**src/rtl/chained_hash_table_engine_defines.svh**
```systemverilog
// Assertion macros shared by the chained hash table engine RTL.
// No dependencies; included by the modules that carry assertions.
`ifndef CHAINED_HASH_TABLE_ENGINE_DEFINES_SVH
`define CHAINED_HASH_TABLE_ENGINE_DEFINES_SVH

// Same-cycle implication, disabled while reset is asserted.
`define CHT_ASSERT_SAME(lbl, clk, rst_n, ante, cons, msg) \
	lbl: assert property (@(posedge clk) disable iff (!rst_n) (ante) |-> (cons)) else $error(msg);

// Next-cycle implication, disabled while reset is asserted.
`define CHT_ASSERT_NEXT(lbl, clk, rst_n, ante, cons, msg) \
	lbl: assert property (@(posedge clk) disable iff (!rst_n) (ante) |=> (cons)) else $error(msg);

`endif

```
**src/rtl/cht_pkg.sv**
```systemverilog
// Shared types, codes and constants of the chained hash table engine.
// No dependencies.
package cht_pkg;

	localparam int BUCKET_BITS_DEF  = 10;
	localparam int POOL_ENTRIES_DEF = 1024;
	localparam int SLOT_W           = 10;
	localparam int KEY_W            = 64;
	localparam int MIX_SHIFT        = 33;

	localparam logic [63:0] MIX_C1 = 64'hff51afd7ed558ccd;
	localparam logic [63:0] MIX_C2 = 64'hc4ceb9fe1a85ec53;

	localparam logic [2:0] STAT_FOUND    = 3'd0;
	localparam logic [2:0] STAT_INSERTED = 3'd1;
	localparam logic [2:0] STAT_FULL     = 3'd2;
	localparam logic [2:0] STAT_REMOVED  = 3'd3;
	localparam logic [2:0] STAT_MISSED   = 3'd4;

	localparam logic FUNC_FIND_INSERT = 1'b0;
	localparam logic FUNC_REMOVE      = 1'b1;

	typedef struct packed {
		logic             func;
		logic [KEY_W-1:0] key;
	} req_t;

	typedef struct packed {
		logic [2:0]        status;
		logic [SLOT_W-1:0] slot;
	} res_t;

	typedef enum logic [3:0] {
		S_CLEAR,
		S_IDLE,
		S_MUL,
		S_XS,
		S_HEAD,
		S_HEAD_WT,
		S_NODE_RD,
		S_NODE_CMP,
		S_COMMIT
	} state_t;

	typedef struct packed {
		logic       load;
		logic       mul_en;
		logic [1:0] mul_step;
		logic       mul_phase;
		logic       xs;
		logic       clr_en;
		logic       head_rd;
		logic       head_take;
		logic       node_rd;
		logic       node_adv;
		logic       commit;
		logic       commit_hit;
	} dp_cmd_t;

	typedef struct packed {
		logic clr_last;
		logic head_valid;
		logic key_hit;
		logic link_valid;
		logic steps_last;
	} dp_sts_t;

endpackage

```
**src/rtl/cht_ctrl.sv**
```systemverilog
// Controller state machine sequencing the hash, the chain walk and the commit.
// Depends on cht_pkg and chained_hash_table_engine_defines.svh.
`include "chained_hash_table_engine_defines.svh"

module cht_ctrl import cht_pkg::*; (
	input  logic    clk,
	input  logic    arst_n,
	input  logic    start,
	input  dp_sts_t sts,
	output logic    busy,
	output dp_cmd_t cmd
);

	state_t     state_q;
	state_t     state_d;
	logic [1:0] step_q;
	logic       phase_q;
	logic       hit_q;

	always_comb begin
		state_d = state_q;
		case (state_q)
			S_CLEAR:    if (sts.clr_last) state_d = S_IDLE;
			S_IDLE:     if (start) state_d = S_MUL;
			S_MUL:      if (step_q == 2'd2) state_d = S_XS;
			S_XS:       state_d = phase_q ? S_HEAD : S_MUL;
			S_HEAD:     state_d = S_HEAD_WT;
			S_HEAD_WT:  state_d = sts.head_valid ? S_NODE_RD : S_COMMIT;
			S_NODE_RD:  state_d = S_NODE_CMP;
			S_NODE_CMP: begin
				if (sts.key_hit || !sts.link_valid || sts.steps_last) begin
					state_d = S_COMMIT;
				end else begin
					state_d = S_NODE_RD;
				end
			end
			S_COMMIT:   state_d = S_IDLE;
			default:    state_d = S_IDLE;
		endcase
	end

	always_comb begin
		cmd           = '0;
		cmd.mul_step  = step_q;
		cmd.mul_phase = phase_q;
		cmd.commit_hit = hit_q;
		case (state_q)
			S_CLEAR:    cmd.clr_en = 1'b1;
			S_IDLE:     cmd.load = start;
			S_MUL:      cmd.mul_en = 1'b1;
			S_XS:       cmd.xs = 1'b1;
			S_HEAD:     cmd.head_rd = 1'b1;
			S_HEAD_WT:  cmd.head_take = 1'b1;
			S_NODE_RD:  cmd.node_rd = 1'b1;
			S_NODE_CMP: cmd.node_adv = !sts.key_hit;
			S_COMMIT:   cmd.commit = 1'b1;
			default:    cmd.commit = 1'b0;
		endcase
	end

	always_ff @(posedge clk or negedge arst_n) begin
		if (!arst_n) begin
			state_q <= S_CLEAR;
			step_q  <= '0;
			phase_q <= 1'b0;
			hit_q   <= 1'b0;
		end else begin
			state_q <= state_d;
			if (state_q == S_IDLE) begin
				step_q  <= '0;
				phase_q <= 1'b0;
			end else if (state_q == S_MUL) begin
				step_q <= (step_q == 2'd2) ? 2'd0 : step_q + 2'd1;
			end else if (state_q == S_XS) begin
				phase_q <= 1'b1;
			end
			if (state_q == S_HEAD_WT) begin
				hit_q <= 1'b0;
			end else if (state_q == S_NODE_CMP) begin
				hit_q <= sts.key_hit;
			end
		end
	end

	assign busy = (state_q != S_IDLE);

	`CHT_ASSERT_NEXT(a_start_busy, clk, arst_n, start && !busy, busy, "accepted beat did not raise busy")
	`CHT_ASSERT_SAME(a_one_cmd, clk, arst_n, 1'b1, $onehot0({cmd.load, cmd.mul_en, cmd.xs, cmd.clr_en, cmd.head_rd, cmd.head_take, cmd.node_rd, cmd.commit}), "conflicting datapath commands")
	`CHT_ASSERT_NEXT(a_commit_idle, clk, arst_n, cmd.commit, state_q == S_IDLE, "commit did not return to idle")

endmodule

```
**config.mk**
```make
export PLATFORM = sky130hd
export DESIGN_NAME = cht_ctrl
export DESIGN_NICKNAME = d
export VERILOG_FILES = /design/src/rtl/cht_pkg.sv /design/src/rtl/cht_ctrl.sv
export VERILOG_INCLUDE_DIRS = /design/src /design/src/rtl
export SDC_FILE = /design/constraint.sdc
export NUM_CORES = 1
export LEC_CHECK = 0
export BUFFER_PORTS_ARGS = -buffer_cell sky130_fd_sc_hd__buf_2
export CAP_MARGIN = 20
export CORE_UTILIZATION = 31
export DETAILED_ROUTE_END_ITERATION = 12
export PLACE_DENSITY_LB_ADDON = 0.25
export SYNTH_ARGS = -nofsm -noshare
export SYNTH_HDL_FRONTEND = slang
export SYNTH_SLANG_ARGS = --single-unit
export TNS_END_PERCENT = 30
```
**constraint.sdc**
```tcl
create_clock -name clk -period 2.65 [get_ports clk]
set_clock_uncertainty 0.2 [all_clocks]
set_input_delay 0.1325 -clock clk [delete_from_list [all_inputs] [get_ports clk]]
set_output_delay 0.1325 -clock clk [all_outputs]
set_load 0.01 [all_outputs]
```
* Yosys cells after proc, flatten, opt, wreduce, memory -nomap -nowiden *
Index checks and enable logic that the tools add are counted.

cells by class
  add/sub/neg operators = 1
  eq/ne operators = 14
  multiplexer cells = 24
  reduce and logical (&&, ||, !) cells = 10

operators by type and width
  kind                 number
  $pmux 4 s8           1
  $mux 4               5
  $eq 4x3->1 const B   4
  $mux 1               14
  $eq 4x2->1 const B   2
  $mux 2               3
  $ne 2x2->1 const B   3
  $reduce_bool 2->1    3
  $eq 4x1->1 const B   1
  $eq 4x4->1 const B   1
  $logic_not 4->1      1
  $ne 4x1->1 const B   1
  $mux 3               1
  $reduce_and 3->1     1
  $add 2x1->2 const B  1
  $eq 2x2->1 const B   1
  $logic_not 1->1      2
  $logic_or 1x1->1     2
  $ne 2x1->1 const B   1
  $reduce_and 2->1     1

word-level totals
  flip-flop bits (word level) = 8
  input bits = 8
  output and inout port bits = 14
  word-level logic and storage cells = 53

* Logic depth before layout (Yosys ltp) *
  depth in word-level cells = 5
  gate-level depth with buffers = 5
  mapped depth without buffers = 3

* Least setup slack after synthesis *
No wires, ideal clock.

  path kind = register to register
  from = register state_q[0]
  to = register state_q[0]
  setup time = 0.153 ns
  arrival time = 1.180 ns
  required time = 2.297 ns
  setup slack = 1.117 ns
  stages on the path, launching flop included = 4
  path buffers = 1
  clock period less this slack = 1.533 ns
  cells stage by stage = dfrtp_1 -> buf_2 -> nor4_1 -> a22oi_1

on the way
  word-level cells in the longest chain between the ends = 3
  elaborated cells between the ends (all ways) = 13
  those cells by class = 10 x eq/ne; 1 x mux; 2 x reduce/logical

ends and longest elaborated chain
  element                                                           RTL line        RTL
  start, declared                                                   cht_ctrl.sv:14  state_t state_q;
  start signal, assigned                                            cht_ctrl.sv:68  state_q <= state_d;
  $eq 4x2->1, or another cell as far along                          cht_ctrl.sv:22  case (state_q)
  $ne 2x1->1 (no source line) / $ne 2x2->1 (equally long branches)  n/a
  $reduce_and 3->1 (no source line)                                 n/a

Several ways; a longest one is shown, not always the timed one.
A chain may end at the register's enable or synchronous reset.

==> qor.txt <==
RSZ-0062 raised after global routing - false
Share of layout cells above drive strength 1 - 35.4%
CP endpoint kind - output port
Die height - 44.0 um
Hold Path End - state_q[3]$_DFFE_PN0P_
Core Footprint - 1580 um2
Ports - 22
Htree depth - 1
Tightest Pin Transition - 0.507 ns
Top cells by area, synth - dfrtp_1, buf_2, a22o_1, nand3b_1, and3_1
Period utilization - 67.7%
Synthesized Nets - 70
Max Cap Violations - 0
Post-DP HPWL - 833 um
Post-route DRC - 0
WHS Path Cells - 4
Setup violations, final - 0
Max Transition Viols Final - 0
Net switching power - 0.332 mW
CTS clock-pin slew for the worst setup and hold paths - 0.05 ns
Largest net degree at the start of global routing - 21
Worst-case reg-to-reg path depth - 3
N_diodes - 0
Rel. slew slack - 66.2%
Hold_sp - sts[0]
Net count, final - 92
Setup Crit Path Kind - flip-flop to output port
Leak Pwr - 0.352 nW
CP max stage delay - 0.66 ns
Syn. warnings - 0
Synthesized area - 546 um2
Clock sink total - 8
Port buffer count - 21
R2R Setup Slk - 1.05 ns
Global-route wire length before repair - 2.04 mm
WL per Instance - 12.6 um
Fin crit period - 1.79 ns
GRT overflow - 0
DRT Pass-1 Iters - 6
Synth Instances - 62
Die Width - 44.0 um
Cts bufs inserted - 3
Setup TNS - 0 ns
Starting Density - 34.6%
Synth Register Bits - 8
Hold_ws - 0.0516 ns
Sequential area share after synthesis - 36.7%
Clock Power Share - 12.4%
Placed cell count - 91
Seq pwr share - 37.8%
Reg-to-reg critical path endpoint - state_q[1]$_DFFE_PN0P_
Main flop type after synthesis - dfrtp_1
Sequential Area - 200 um2
Combinational Power Share - 49.8%
Cell Count, Final, Fillers Out - 98
Root buf cell - clkbuf_4
Skew-Pair Late Insertion Delay - 0.25 ns
Cell variety after synth - 28
Gpl congestion - 0.725
Dominant cell type by area after synthesis - dfrtp_1
Area Overhead vs Synth - 26.1%
Async S/R FF share, synth - 100%
Post-synth top area share - 36.7%
Power Dens Cells - 1080 nW/um2
CTS tree - yes
Num rows - 14
DRT antenna net count - 0
Slowest CP cell - dfrtp_1
Total die area - 1930 um2
Status - finished, final reports clean
Vias in the first global route - 449
Worst Path Required - 2.32 ns
Reg-to-Reg Start - state_q[0]$_DFFE_PN0P_
# fillers - 163
Post-synth EDFFs - 0
Final Hold Vio Count - 0
Max FO, Critical Path - 20
Worst path cell trace - nor2b_1 > and3_1 > buf_2
GRT Overall Usage - 14.5%
Post-CTS Setup Inserts - 0
Most common cell in the synthesized netlist - dfrtp_1
Max Buffers Root-to-Sink - 2
Antenna violations before repair - 0
Crit path launch type - flip-flop
Max VDD drop - 0.428 mV
Vias per inst - 5.24
Net Sw Frac - 44.8%
DRT iter0 DRCs - 8
Worst hold path type - input pin to flip-flop
Syn avg cell area - 8.80 um2
Internal cell power - 0.410 mW
Multi-input gate area - 293 um2
Total number of vias - 514
Top cells by count, synth - dfrtp_1, buf_2, nand2_1, nor2_1
Arrival @ worst endpoint - 1.46 ns
Tot Pwr - 0.742 mW
Final WL - 1.23 mm
Max frequency - 557 MHz
==> through the flow <==
step                setup WS [ns]  cell area [um2]  utilization, %
CTS                         0.838              688            43.7
finish                      0.856              688            43.7
global route                0.735              688            43.7
detailed placement           1.07              626            39.7
floorplan                    1.12              546               -
global placement             1.11              626            39.7
==> critical path: cells and delay by family (launching register included) <==
family | cells | cell delay [ns]
buf+inv | 1 | 0.12
flops | 1 | 0.66
simple gates | 2 | 0.43
==> area by class of cell <==
| cell class | count | area share (%) |
|---|---|---|
| Inverter | 2 | 1.09 |
| Multi-Input combinational cell | 44 | 42.5 |
| Timing Repair Buffer | 25 | 21.1 |
| Tap cell | 16 | 2.91 |
| Sequential cell | 8 | 29.1 |
| Clock buffer | 3 | 3.27 |
==> worst max path at each step <==
stage                                      start                      to  slack [ns]
final                     state_q[0]$_DFFE_PN0P_                 cmd[12]        0.86
after global routing      state_q[0]$_DFFE_PN0P_                 cmd[12]        0.73
after CTS                 state_q[0]$_DFFE_PN0P_                 cmd[12]        0.84
after detailed placement  state_q[0]$_DFFE_PN0P_  state_q[1]$_DFFE_PN0P_        1.07
after global placement    state_q[0]$_DFFE_PN0P_  state_q[1]$_DFFE_PN0P_        1.11
after floorplan           state_q[0]$_DFFE_PN0P_  state_q[0]$_DFFE_PN0P_        1.12
==> power groups by stage <==
stage,sequential (mW),combinational (mW),clock (mW)
floorplan,0.200,0.362,0
global placement,0.279,0.362,0
detailed placement,0.282,0.365,0
CTS,0.280,0.372,0.0961
global route,0.294,0.418,0.103
finish,0.281,0.370,0.0917
==> logic make-up after synthesis <==
logic type	synth area share [%]
AND/OR/NAND/NOR	31.0
AO/OA/AOI/OAI	20.6
buffers and inverters	9.63
flip-flops	36.7
multiplexers	2.06
==> routing by layer <==
| metal | wire (um) | share of wire, % | GRT usage (%) | up-vias |
|---|---|---|---|---|
| met3 | 49 | 4.0 | 1.67 | 0 |
| met4 | 0 | 0 | 10.9 | 0 |
| li1 | - | - | - | 269 |
| met2 | 513 | 42 | 19.4 | 19 |
| met1 | 671 | 54 | 20.9 | 226 |
| met5 | 0 | 0 | 0 | - |
==> placed cells by master (no fill, tap or decap), drive strengths merged <==
| master | instances |
|---|---|
| a211oi | 1 |
| dfrtp | 8 |
| nor2 | 6 |
| a22oi | 1 |
| nor4 | 3 |
| and4bb | 1 |
| buf | 21 |
| dlygate4sd3 | 4 |
| mux2 | 1 |
| inv | 2 |
| a21o | 2 |
| clkbuf | 3 |
| nand2b | 1 |
| a31o | 1 |
| nor4b | 1 |
| a311oi | 1 |
| a21oi | 3 |
| nand3b | 3 |
| nor2b | 1 |
| and3 | 3 |
| a22o | 3 |
| nand3 | 1 |
| nor3b | 1 |
| nand2 | 5 |
| or3b | 1 |
| and4b | 1 |
| o21ai | 2 |
| o211ai | 1 |
==> registers in the layout (all words and copies together) (netlist names) <==
register,count
state_q,4
step_q,2
hit_q,1
phase_q,1
==> what timing repair did <==
| item | CTS | global route |
|---|---|---|
| hold endpoints to repair | 12 | 0 |
| gates resized for setup | 0 | 0 |
| hold buffers | 4 | 0 |
Note: power is estimated with default switching activity, not from simulation.
